--- src/rtl/cstrip_pkg.sv ---
package cstrip_pkg;

    localparam int LINE_BITS_DEF = 16;
    localparam int ERR_LINE_W    = 16;
    localparam int QUEUE_DEPTH   = 4;

    localparam logic [7:0] CH_SLASH  = 8'h2F;
    localparam logic [7:0] CH_STAR   = 8'h2A;
    localparam logic [7:0] CH_QUOTE  = 8'h27;
    localparam logic [7:0] CH_DQUOTE = 8'h22;
    localparam logic [7:0] CH_BSLASH = 8'h5C;
    localparam logic [7:0] CH_NL     = 8'h0A;
    localparam logic [7:0] CH_SPACE  = 8'h20;

    typedef enum logic [2:0] {
        S_TEXT,
        S_SLASH,
        S_COMMENT,
        S_STAR,
        S_CHR,
        S_CHR_ESC,
        S_STR,
        S_STR_ESC
    } t_scan_state;

    typedef struct packed {
        logic [7:0]            out_byte;
        logic                  is_text;
        logic                  last;
        logic                  unterminated;
        logic [ERR_LINE_W-1:0] error_line;
    } t_result;

    // Results caused by one accepted item, in order: r0 first.
    typedef struct packed {
        logic [1:0] count;
        t_result    r0;
        t_result    r1;
    } t_scan_out;

    function automatic t_result text_result(input logic [7:0] b, input logic lst);
        t_result r;
        r.out_byte     = b;
        r.is_text      = 1'b1;
        r.last         = lst;
        r.unterminated = 1'b0;
        r.error_line   = '0;
        return r;
    endfunction

endpackage

--- src/rtl/cstrip_scan.sv ---
module cstrip_scan #(
    parameter int LINE_BITS = cstrip_pkg::LINE_BITS_DEF
) (
    input  logic                  i_clk,
    input  logic                  i_rst_n,
    input  logic                  i_accept,
    input  logic [7:0]            i_in_byte,
    input  logic                  i_end_of_text,
    output cstrip_pkg::t_scan_out o_res
);

    localparam logic [LINE_BITS-1:0] LINE_MAX = {LINE_BITS{1'b1}};
    localparam logic [LINE_BITS-1:0] LINE_ONE = LINE_BITS'(1);

    cstrip_pkg::t_scan_state r_state, n_state;
    logic [LINE_BITS-1:0]    r_line, n_line;
    logic [LINE_BITS-1:0]    r_cline, n_cline;
    logic [LINE_BITS-1:0]    w_line_inc;
    logic                    w_unterm;
    logic [7:0]              c;

    assign c = i_in_byte;

    // Newline advances the count before the byte is scanned; saturate at all ones.
    assign w_line_inc = (c == cstrip_pkg::CH_NL && r_line != LINE_MAX) ?
                        r_line + LINE_ONE : r_line;
    assign w_unterm   = (r_state == cstrip_pkg::S_COMMENT) ||
                        (r_state == cstrip_pkg::S_STAR);

    always_comb begin
        n_state = r_state;
        n_line  = w_line_inc;
        n_cline = r_cline;
        if (i_end_of_text) begin
            n_state = cstrip_pkg::S_TEXT;
            n_line  = LINE_ONE;
            n_cline = LINE_ONE;
        end else begin
            case (r_state)
                cstrip_pkg::S_TEXT: begin
                    if (c == cstrip_pkg::CH_SLASH) n_state = cstrip_pkg::S_SLASH;
                    else if (c == cstrip_pkg::CH_QUOTE) n_state = cstrip_pkg::S_CHR;
                    else if (c == cstrip_pkg::CH_DQUOTE) n_state = cstrip_pkg::S_STR;
                end
                cstrip_pkg::S_SLASH: begin
                    if (c == cstrip_pkg::CH_SLASH) begin
                        n_state = cstrip_pkg::S_SLASH;
                    end else if (c == cstrip_pkg::CH_STAR) begin
                        n_state = cstrip_pkg::S_COMMENT;
                        n_cline = w_line_inc;
                    end else if (c == cstrip_pkg::CH_QUOTE) begin
                        n_state = cstrip_pkg::S_CHR;
                    end else if (c == cstrip_pkg::CH_DQUOTE) begin
                        n_state = cstrip_pkg::S_STR;
                    end else begin
                        n_state = cstrip_pkg::S_TEXT;
                    end
                end
                cstrip_pkg::S_COMMENT: begin
                    if (c == cstrip_pkg::CH_STAR) n_state = cstrip_pkg::S_STAR;
                end
                cstrip_pkg::S_STAR: begin
                    if (c == cstrip_pkg::CH_SLASH) n_state = cstrip_pkg::S_TEXT;
                    else if (c != cstrip_pkg::CH_STAR) n_state = cstrip_pkg::S_COMMENT;
                end
                cstrip_pkg::S_CHR: begin
                    if (c == cstrip_pkg::CH_BSLASH) n_state = cstrip_pkg::S_CHR_ESC;
                    else if (c == cstrip_pkg::CH_QUOTE) n_state = cstrip_pkg::S_TEXT;
                end
                cstrip_pkg::S_CHR_ESC: n_state = cstrip_pkg::S_CHR;
                cstrip_pkg::S_STR: begin
                    if (c == cstrip_pkg::CH_BSLASH) n_state = cstrip_pkg::S_STR_ESC;
                    else if (c == cstrip_pkg::CH_DQUOTE) n_state = cstrip_pkg::S_TEXT;
                end
                cstrip_pkg::S_STR_ESC: n_state = cstrip_pkg::S_STR;
                default: n_state = cstrip_pkg::S_TEXT;
            endcase
        end
    end

    always_comb begin
        o_res.count = 2'd0;
        o_res.r0    = cstrip_pkg::text_result(c, 1'b1);
        o_res.r1    = cstrip_pkg::text_result(c, 1'b1);
        if (i_end_of_text) begin
            o_res.r1.out_byte     = '0;
            o_res.r1.is_text      = 1'b0;
            o_res.r1.unterminated = w_unterm;
            o_res.r1.error_line   = w_unterm ? cstrip_pkg::ERR_LINE_W'(r_cline) : '0;
            if (r_state == cstrip_pkg::S_SLASH) begin
                // flush the held slash ahead of the status
                o_res.count = 2'd2;
                o_res.r0    = cstrip_pkg::text_result(cstrip_pkg::CH_SLASH, 1'b0);
            end else begin
                o_res.count = 2'd1;
                o_res.r0    = o_res.r1;
            end
        end else begin
            case (r_state)
                cstrip_pkg::S_TEXT: begin
                    if (c != cstrip_pkg::CH_SLASH) o_res.count = 2'd1;
                end
                cstrip_pkg::S_SLASH: begin
                    if (c == cstrip_pkg::CH_SLASH) begin
                        o_res.count = 2'd1;
                        o_res.r0    = cstrip_pkg::text_result(cstrip_pkg::CH_SLASH, 1'b1);
                    end else if (c == cstrip_pkg::CH_STAR) begin
                        o_res.count = 2'd1;
                        o_res.r0    = cstrip_pkg::text_result(cstrip_pkg::CH_SPACE, 1'b1);
                    end else begin
                        o_res.count = 2'd2;
                        o_res.r0    = cstrip_pkg::text_result(cstrip_pkg::CH_SLASH, 1'b0);
                    end
                end
                cstrip_pkg::S_COMMENT, cstrip_pkg::S_STAR: begin
                    if (c == cstrip_pkg::CH_NL) o_res.count = 2'd1;
                end
                default: o_res.count = 2'd1;
            endcase
        end
    end

    always_ff @(posedge i_clk) begin
        if (!i_rst_n) begin
            r_state <= cstrip_pkg::S_TEXT;
            r_line  <= LINE_ONE;
            r_cline <= LINE_ONE;
        end else if (i_accept) begin
            r_state <= n_state;
            r_line  <= n_line;
            r_cline <= n_cline;
        end
    end

endmodule

--- src/rtl/cstrip_outq.sv ---
module cstrip_outq (
    input  logic                  i_clk,
    input  logic                  i_rst_n,
    input  logic                  i_push,
    input  cstrip_pkg::t_scan_out i_res,
    output logic                  o_room,
    output logic                  o_valid,
    input  logic                  i_stall,
    output cstrip_pkg::t_result   o_res
);

    localparam int PW = $clog2(cstrip_pkg::QUEUE_DEPTH);
    localparam int CW = $clog2(cstrip_pkg::QUEUE_DEPTH + 1);

    cstrip_pkg::t_result r_mem [cstrip_pkg::QUEUE_DEPTH];
    logic [PW-1:0]       r_wp, r_rp, n_wp, n_rp;
    logic [CW-1:0]       r_count, n_count;
    logic [CW-1:0]       w_push_n;
    logic                w_pop;

    assign w_push_n = i_push ? CW'(i_res.count) : '0;
    assign w_pop    = o_valid && !i_stall;
    assign o_valid  = r_count != '0;
    assign o_res    = r_mem[r_rp];
    // Taken from registers only, so the input side never waits on the output stall.
    assign o_room   = r_count <= CW'(cstrip_pkg::QUEUE_DEPTH - 2);

    assign n_wp    = r_wp + PW'(w_push_n);
    assign n_rp    = r_rp + PW'(w_pop);
    assign n_count = r_count + w_push_n - CW'(w_pop);

    always_ff @(posedge i_clk) begin
        if (w_push_n != '0) r_mem[r_wp] <= i_res.r0;
        if (w_push_n == CW'(2)) r_mem[r_wp + PW'(1)] <= i_res.r1;
    end

    always_ff @(posedge i_clk) begin
        if (!i_rst_n) begin
            r_wp    <= '0;
            r_rp    <= '0;
            r_count <= '0;
        end else begin
            r_wp    <= n_wp;
            r_rp    <= n_rp;
            r_count <= n_count;
        end
    end

endmodule

--- src/rtl/c_comment_stripper_core.sv ---
// C comment stripper: takes source text one byte per item and replaces each
// block comment with a single space, keeping newlines inside comments and passing
// character and string literals through untouched. A slash is held until the next
// byte shows whether it opens a comment. An item with i_end_of_text set flushes a
// held slash, gives a status result (unterminated flag and the line on which the
// latest comment opened) and returns the block to its reset state. Each item is
// scanned in the cycle it is accepted and its results land in a four-entry output
// queue, so one item is taken every cycle while there is room; the queue drains one
// result per cycle while i_stall is low, so an item with two results (slash flush)
// can briefly hold o_stall high. Line counting saturates at 2**LINE_BITS - 1.
module c_comment_stripper_core #(
    parameter int LINE_BITS = cstrip_pkg::LINE_BITS_DEF
) (
    input  logic        i_clk,
    input  logic        i_rst_n,
    input  logic        i_valid,
    output logic        o_stall,
    input  logic [7:0]  i_in_byte,
    input  logic        i_end_of_text,
    output logic        o_valid,
    input  logic        i_stall,
    output logic [7:0]  o_out_byte,
    output logic        o_is_text,
    output logic        o_last,
    output logic        o_unterminated,
    output logic [15:0] o_error_line
);

    cstrip_pkg::t_scan_out w_scan;
    cstrip_pkg::t_result   w_head;
    logic                  w_room;
    logic                  w_accept;

    assign o_stall  = !w_room;
    assign w_accept = i_valid && w_room;

    cstrip_scan #(
        .LINE_BITS (LINE_BITS)
    ) u_scan (
        .i_clk         (i_clk),
        .i_rst_n       (i_rst_n),
        .i_accept      (w_accept),
        .i_in_byte     (i_in_byte),
        .i_end_of_text (i_end_of_text),
        .o_res         (w_scan)
    );

    cstrip_outq u_outq (
        .i_clk   (i_clk),
        .i_rst_n (i_rst_n),
        .i_push  (w_accept),
        .i_res   (w_scan),
        .o_room  (w_room),
        .o_valid (o_valid),
        .i_stall (i_stall),
        .o_res   (w_head)
    );

    assign o_out_byte     = w_head.out_byte;
    assign o_is_text      = w_head.is_text;
    assign o_last         = w_head.last;
    assign o_unterminated = w_head.unterminated;
    assign o_error_line   = w_head.error_line;

endmodule

--- config.mk ---
export PLATFORM = sky130hd
export DESIGN_NAME = c_comment_stripper_core
export DESIGN_NICKNAME = d
export VERILOG_FILES = /design/src/rtl/cstrip_pkg.sv /design/src/rtl/cstrip_scan.sv /design/src/rtl/cstrip_outq.sv /design/src/rtl/c_comment_stripper_core.sv
export SDC_FILE = /design/constraint.sdc
export NUM_CORES = 1
export LEC_CHECK = 0
export ABC_AREA = 1
export CAP_MARGIN = 10
export CORE_MARGIN = 8
export CORE_UTILIZATION = 50
export DETAILED_ROUTE_END_ITERATION = 8
export DONT_BUFFER_PORTS = 1
export PLACE_DENSITY_LB_ADDON = 0.25
export SLEW_MARGIN = 20
export SYNTH_ARGS = -nofsm -noshare
export SYNTH_HDL_FRONTEND = slang
export SYNTH_SLANG_ARGS = --single-unit
--- constraint.sdc ---
create_clock -name i_clk -period 3.2 [get_ports i_clk]
set_input_delay 0 -clock i_clk [delete_from_list [all_inputs] [get_ports i_clk]]
set_output_delay 0 -clock i_clk [all_outputs]
set_load 0.05 [all_outputs]
==> parameters.txt, run 1 <==
Parameter                              Value

Synthesis
  Summed instance area of the synthesized netlist    7310 sq um
  Number of distinct library cells after synthesis    32
  Count of mapped cells out of synthesis    852
  Synthesized flop and latch total    150
  Synth warnings    0
  Post-synthesis area per instance    8.58 sq um
  Syn Nets    872
  Sequential fraction of the synthesis area    55.3%

Critical path
  Worst path bufs/invs    3
  CP Data Arrival Time    2.57 ns
  Critical path fanouts, max    29
  Category of cells accounting for the largest share of critical-path delay    buffers and inverters
  Cell with the most instances on the worst path    buf_4
  Worst Setup End Kind    output port
  Largest incremental delay on the critical path    0.65 ns
  Element type at the critical path start    flop
  Worst endpoint required time    3.20 ns
  Type of the worst setup path    reg2out
  Critical path, cell by cell    clkinv_1 > buf_4 > o21ai_0 > o22ai_1 > buf_4
  Slowest cell on the critical path    clkinv_1

Run status
  Status    complete, no violations

Timing
  Slew at the pin closest to its max-slew limit    0.943 ns
  Share of the clock period used by the worst path after layout    80.2%
  Final hold viol count    0
  Post-Route Skew    0.00888 ns
  RSZ-0062 raised after global routing    no
  Fin Setup TNS    0 ns
  Max-Slew Margin vs Limit    36.9%
  Final max-slew violation count    0
  Minimum clock period    2.57 ns
  Final setup violation count    0
  Highest achievable clock rate    390 MHz

Pwr
  Cell internal power dissipation    4.62 mW
  Comb pwr share    40.5%
  Sw power    3.29 mW
  Leakage Power    3.16 nW
  Sw Share    41.6%
  Maximum vdd ir drop    0.485 mV
  Clk network pwr share    24.9%
  Power density over the cells    940 nW/um^2
  Fraction of power consumed by sequential logic    34.6%

Global routing
  Initial antenna violation count    0
  Overall overflow remaining after global route    0
  Vias in the first global route    6079
  Aggregate global-route resource usage    20.7%
  First-pass GRT wire length    30300 microns
  Maximum number of pins on one net before global-route repair    56

Detailed routing
  DR pass1 iterations    5
  Wire per inst    17.5 microns
  Number of antenna-violating nets in the routed design    0
  DRC violation total after the first TritonRoute iteration    566
  Number of remaining DRC errors    0
  Detailed Route WL    18900 microns
  Vias    6268
  Per-cell via count in the routed design    5.82

Final layout
  Proportion of layout cells with a drive suffix above 1    11.3%
  Summed area of non-filler cells in the final layout    8420 sq um
  Filler Cells Inserted    1274
  NumNets Final    900
  Top library cells by usage in the layout, fill and taps aside    nor2_1, nand2_1, edfxtp_1
  Most common library cell in the layout ignoring fill and taps    nor2_1
  Synthesis-to-layout area growth    15.1%
  Antenna fix cells    0

Clock network
  # Post-CTS Setup Buffers    0
  CTS tree    yes
  Total of cells resized after clock tree synthesis    0
  Clock transition at path regs    0.06 ns
  Total CTS buffers    17
  Clock sink total    150
  Max H-tree Level    4
  # hold bufs at CTS    8
  Largest buffer count on any clock path    2
  Clk Tree Root Cell    clkbuf_16
  Worst-skew pair later-pin latency    0.42 ns

Placement
  Final estimated routing congestion in global placement    0.926
  Detailed placer's ending HPWL    12700 microns
  Port buffer count    0
  Placed Instance Area    7730 sq um

Die
  Die outline area    18700 sq um
  Die width    137 microns
  Initial cell density of the core    50.7%
  Count of standard-cell rows    44
  I/O pin cnt    42
  Core area    14400 sq um
  Die boundary height    137 microns

Hold path
  Worst hold path type    in2reg

Job
  # Max-Cap Violations    0
-- cells in the mapped netlist, drive strengths merged --
master	number	area (sq um)
a21oi	68	352
nor4	1	6.26
inv	63	236
o21ai	109	546
nand3	55	293
xnor2	2	17.5
a31o	1	8.76
nand2	142	553
ha	6	75.1
buf	16	88.8
nand4	7	43.8
nor3	13	81.3
xor2	6	52.6
clkbuf	28	105
nor2	147	559
dfxtp	46	921
edfxtp	104	3120
and2	1	6.26
o22ai	35	219
clkinv	1	3.75
fa	1	20.0
-- power groups by stage --
| stage | clock network [mW] | registers [mW] | logic (mW) |
|---|---|---|---|
| 2_1_floorplan | 0 | 2.71 | 2.28 |
| 3_3_place_gp | 0 | 2.75 | 3.13 |
| 3_5_place_dp | 0 | 2.77 | 3.19 |
| 4_1_cts | 2.00 | 2.73 | 3.22 |
| 5_1_grt | 2.07 | 2.77 | 3.45 |
| 6_report | 1.97 | 2.73 | 3.20 |
-- stage by stage --
step,power (mW),cells,hold slack [ns],util (%),setup WS (ns)
global placement,5.88,1037,0.100,53.6,0.869
CTS,7.95,1077,0.0182,58.3,0.671
finish,7.91,1077,0.0219,58.3,0.633
floorplan,4.99,852,0.280,-,0.350
detailed placement,5.95,1037,0.106,53.6,0.790
global route,8.29,1077,0.0555,58.3,0.558
-- cells by family after synthesis --
group / share of synthesized area (%)
AND/OR/NAND/NOR: 21.1
AO/OA/AOI/OAI: 15.4
flip-flops: 55.3
buffers and inverters: 5.94
XOR/XNOR: 0.958
adder cells (fa/ha/maj): 1.30
-- state kept, by name (all words and copies together) (netlist names) --
register        cells
u_scan.r_state      3
u_outq.r_mem      108
u_outq.r_rp         2
u_outq.r_wp         2
u_scan.r_cline     16
u_scan.r_line      16
u_outq.r_count      3
-- worst paths after layout --
kind | start | endpoint | cells past startpoint | slack [ns]
min reg2reg | u_outq.r_mem[2][17] | u_outq.r_mem[2][17] | 2 | 0.46
min | i_end_of_text | u_scan.r_state[0] | 7 | 0.02
max | u_outq.r_rp[0] | o_out_byte[5] | 5 | 0.63
max reg2reg | u_outq.r_count[2] | u_outq.r_mem[0][24] | 9 | 0.77
-- worst reg2reg max path, delay by kind of cell, from the launching register on --
kind                   cells  cell delay (ns)
buffers and inverters      2             0.55
flip-flops                 1             0.33
AND/OR/NAND/NOR            7             1.25
-- routing by layer --
metal  vias to the layer above  global-route usage (%)  wire (microns)
li1                       2990                       -               -
met1                      2964                    25.2            7710
met2                       278                    34.9            9320
met3                        36                    4.59            1480
met4                         0                    8.33             370
met5                         -                       0               0
-- final cells by class --
class / count / area (sq um) / share of cell area [%]
clock inverters: 9 / 58.8 / 0.699
clock buffers: 23 / 542 / 6.44
well taps: 184 / 230 / 2.74
flip-flops and latches: 150 / 4040 / 48.1
multi-input cells: 594 / 2830 / 33.7
repair buffers: 53 / 468 / 5.56
inverters: 64 / 240 / 2.85
Note: power is estimated with default switching activity, not from simulation.
==> run 2: changes to the inputs <==
- clock period: 3.2 -> 2.7 ns (I/O delays scaled with it)
==> run 2 against run 1 <==
- total power is 20% higher
- critical path depth stayed put
- clock power is 25% higher
==> parameters.txt, run 2 (synthesis gave the netlist of run 1 again) <==
Parameter                              Value

Pwr
  Leakage Power    3.17 nW (+0.28%)
  Maximum vdd ir drop    0.490 mV (+1.0%)
  Power density over the cells    1130 nW/um^2 (+20%)

Detailed routing
  Detailed Route WL    18800 microns (-0.16%)
  Wire per inst    17.4 microns (-0.63%)
  Vias    6192 (-1.2%)
  Per-cell via count in the routed design    5.72 (-1.7%)
  Number of antenna-violating nets in the routed design    0 (unchanged)
  Number of remaining DRC errors    0 (unchanged)
  DRC violation total after the first TritonRoute iteration    577 (+1.9%)
  DR pass1 iterations    5 (unchanged)

Global routing
  Aggregate global-route resource usage    20.7% (+0.033 points)
  Vias in the first global route    6038 (-0.67%)
  Met1 demand-to-capacity share in global routing    26.6% (+1.4 points)
  Overall overflow remaining after global route    0 (unchanged)
  Maximum number of pins on one net before global-route repair    56 (unchanged)
  First-pass GRT wire length    30400 microns (+0.23%)
  Routing usage on met3    3.96% (-0.62 points)
  Fraction of met2 tracks used by global routing    34.0% (-0.81 points)
  Initial antenna violation count    0 (unchanged)
  Most congested layer reported by global routing    met2

Placement
  Cells after DPL    1042 (+0.48%)
  Port buffer count    0 (unchanged)
  Detailed placer's ending HPWL    12500 microns (-1.5%)
  Final estimated routing congestion in global placement    0.884 (-4.6%)

Die
  Die width    137 microns (unchanged)
  Count of standard-cell rows    44 (unchanged)
  Die outline area    18700 sq um (unchanged)
  Initial cell density of the core    50.7% (unchanged)
  I/O pin cnt    42 (unchanged)
  Die boundary height    137 microns (unchanged)
  Core area    14400 sq um (unchanged)

Clock network
  Largest buffer count on any clock path    2 (unchanged)
  Clock transition at path regs    0.06 ns (about the same)
  Max H-tree Level    4 (unchanged)
  Worst-skew pair later-pin latency    0.42 ns (about the same)
  Clock sink total    150 (unchanged)
  CTS tree    yes
  Total CTS buffers    17 (unchanged)
  Clk Tree Root Cell    clkbuf_16

Timing
  Post-Route Skew    0.00593 ns (-0.00295 ns)
  Fin Setup TNS    0 ns (unchanged)
  RSZ-0062 raised after global routing    no
  Share of the clock period used by the worst path after layout    84.7%
  Final setup violation count    0 (unchanged)
  Max-Slew Margin vs Limit    35.5% (-1.4 points)
  Slew at the pin closest to its max-slew limit    0.964 ns (+0.0213 ns)
  Highest achievable clock rate    437 MHz
  Final hold viol count    0 (unchanged)
  Final max-slew violation count    0 (unchanged)
  Minimum clock period    2.29 ns

Final layout
  Sequential standard cell area    4040 sq um (unchanged)
  Top library cells by usage in the layout, fill and taps aside    nor2_1, nand2_1, edfxtp_1
  Final cell utilization of the core    58.6% (+0.23 points)
  Largest registers in the final layout    u_outq.r_mem x108, u_scan.r_cline x16, u_scan.r_line x16
  Number of flip-flops under the largest register name    108 (unchanged)
  Register with the most flip-flops    u_outq.r_mem
  Proportion of layout cells with a drive suffix above 1    11.8% (+0.49 points)
  Most common library cell in the layout ignoring fill and taps    nor2_1
  Number of cells in the finished layout apart from fillers    1082 (+0.46%)
  NumNets Final    905 (+0.56%)
  Filler Cells Inserted    1249 (-2.0%)
  Area of the multi-input gates    2840 sq um (about the same)
  Synthesis-to-layout area growth    15.6%
  Antenna fix cells    0 (unchanged)

Critical path
  Type of the worst setup path    reg2out
  Largest incremental delay on the critical path    0.56 ns (-0.09 ns)
  Critical path, cell by cell    clkinvlp_4 > buf_4 > o21ai_0 > o22ai_1 > buf_4
  Worst Setup End Kind    output port
  Slowest cell on the critical path    clkinvlp_4
  Critical path fanouts, max    38 (+31%)
  Worst endpoint required time    2.70 ns (-0.50 ns)
  CP Data Arrival Time    2.29 ns (-0.28 ns)
  Element type at the critical path start    flop
  Cell with the most instances on the worst path    buf_4

Run status
  Status    complete, no violations

Job
  # Max-Cap Violations    0 (unchanged)

Hold path
  Worst hold path type    in2reg
==> run 2: cell count changes in the layout (fill, tap and decap cells not counted), sizes merged <==
| cell | change |
|---|---|
| buf | +5 |
| bufinv | +4 |
| clkbuf | -3 |
| clkinv | -3 |
| clkinvlp | +3 |
| inv | -1 |
==> run 2: worst paths after layout <==
kind / start / cells past startpoint / slack, ns / to
max reg2reg: u_scan.r_state[0] / 9 / 0.44 / u_outq.r_mem[0][25]
max: u_outq.r_rp[0] / 5 / 0.41 / o_out_byte[6]
min: i_stall / 4 / 0.03 / u_outq.r_rp[0]
min reg2reg: u_outq.r_mem[0][17] / 2 / 0.47 / u_outq.r_mem[0][17]
==> run 2: what timing repair did <==
action / in CTS / in global routing
setup endpoints to repair: 0 / 13
buffers inserted: 0 / 0
hold buffers: 8 / 0
resized for setup: 0 / 1
endpoints found under the hold margin: 79 / 0
==> run 2: cell type report <==
| cell class | count | share of cell area [%] |
|---|---|---|
| Multi-Input combinational cell | 594 | 33.6 |
| Inverter | 64 | 2.89 |
| Clock buffer | 20 | 5.17 |
| Sequential cell | 150 | 47.9 |
| Clock inverter | 12 | 2.10 |
| Tap cell | 184 | 2.73 |
| Timing Repair Buffer | 58 | 5.69 |
==> run 2: stage by stage <==
stage | worst slack [ns] | area (sq um) | power (mW) | hold WS (ns)
final | 0.412 | 8450 | 9.51 | 0.0311
after global routing | 0.194 | 8450 | 9.97 | 0.0556
after CTS | 0.0587 | 8440 | 9.55 | 0.00817
after detailed placement | 0.468 | 7750 | 7.07 | 0.105
after global placement | 0.537 | 7750 | 6.98 | 0.101
after floorplan | 0.140 | 7310 | 5.91 | 0.280
==> run 2: power by group <==
part           switching (mW)  total (mW)  leakage [nW]  internal, mW
Combinational            2.77        3.81          1.50          1.04
Sequential              0.211        3.23          1.39          3.02
Clock                   0.918        2.46         0.287          1.55
==> run 2: worst max-delay path, delay by kind of cell, from the launching register on <==
kind | cells | cell delay, ns
DFF | 1 | 0.39
AOI/OAI and AO/OA | 2 | 0.27
buffers and inverters | 3 | 1.20
==> run 2: per-layer routing <==
layer | share of wire [%] | wire [microns]
met5 | 0 | 0
met4 | 2.1 | 391
met3 | 7.6 | 1430
met2 | 47 | 8940
met1 | 43 | 8090
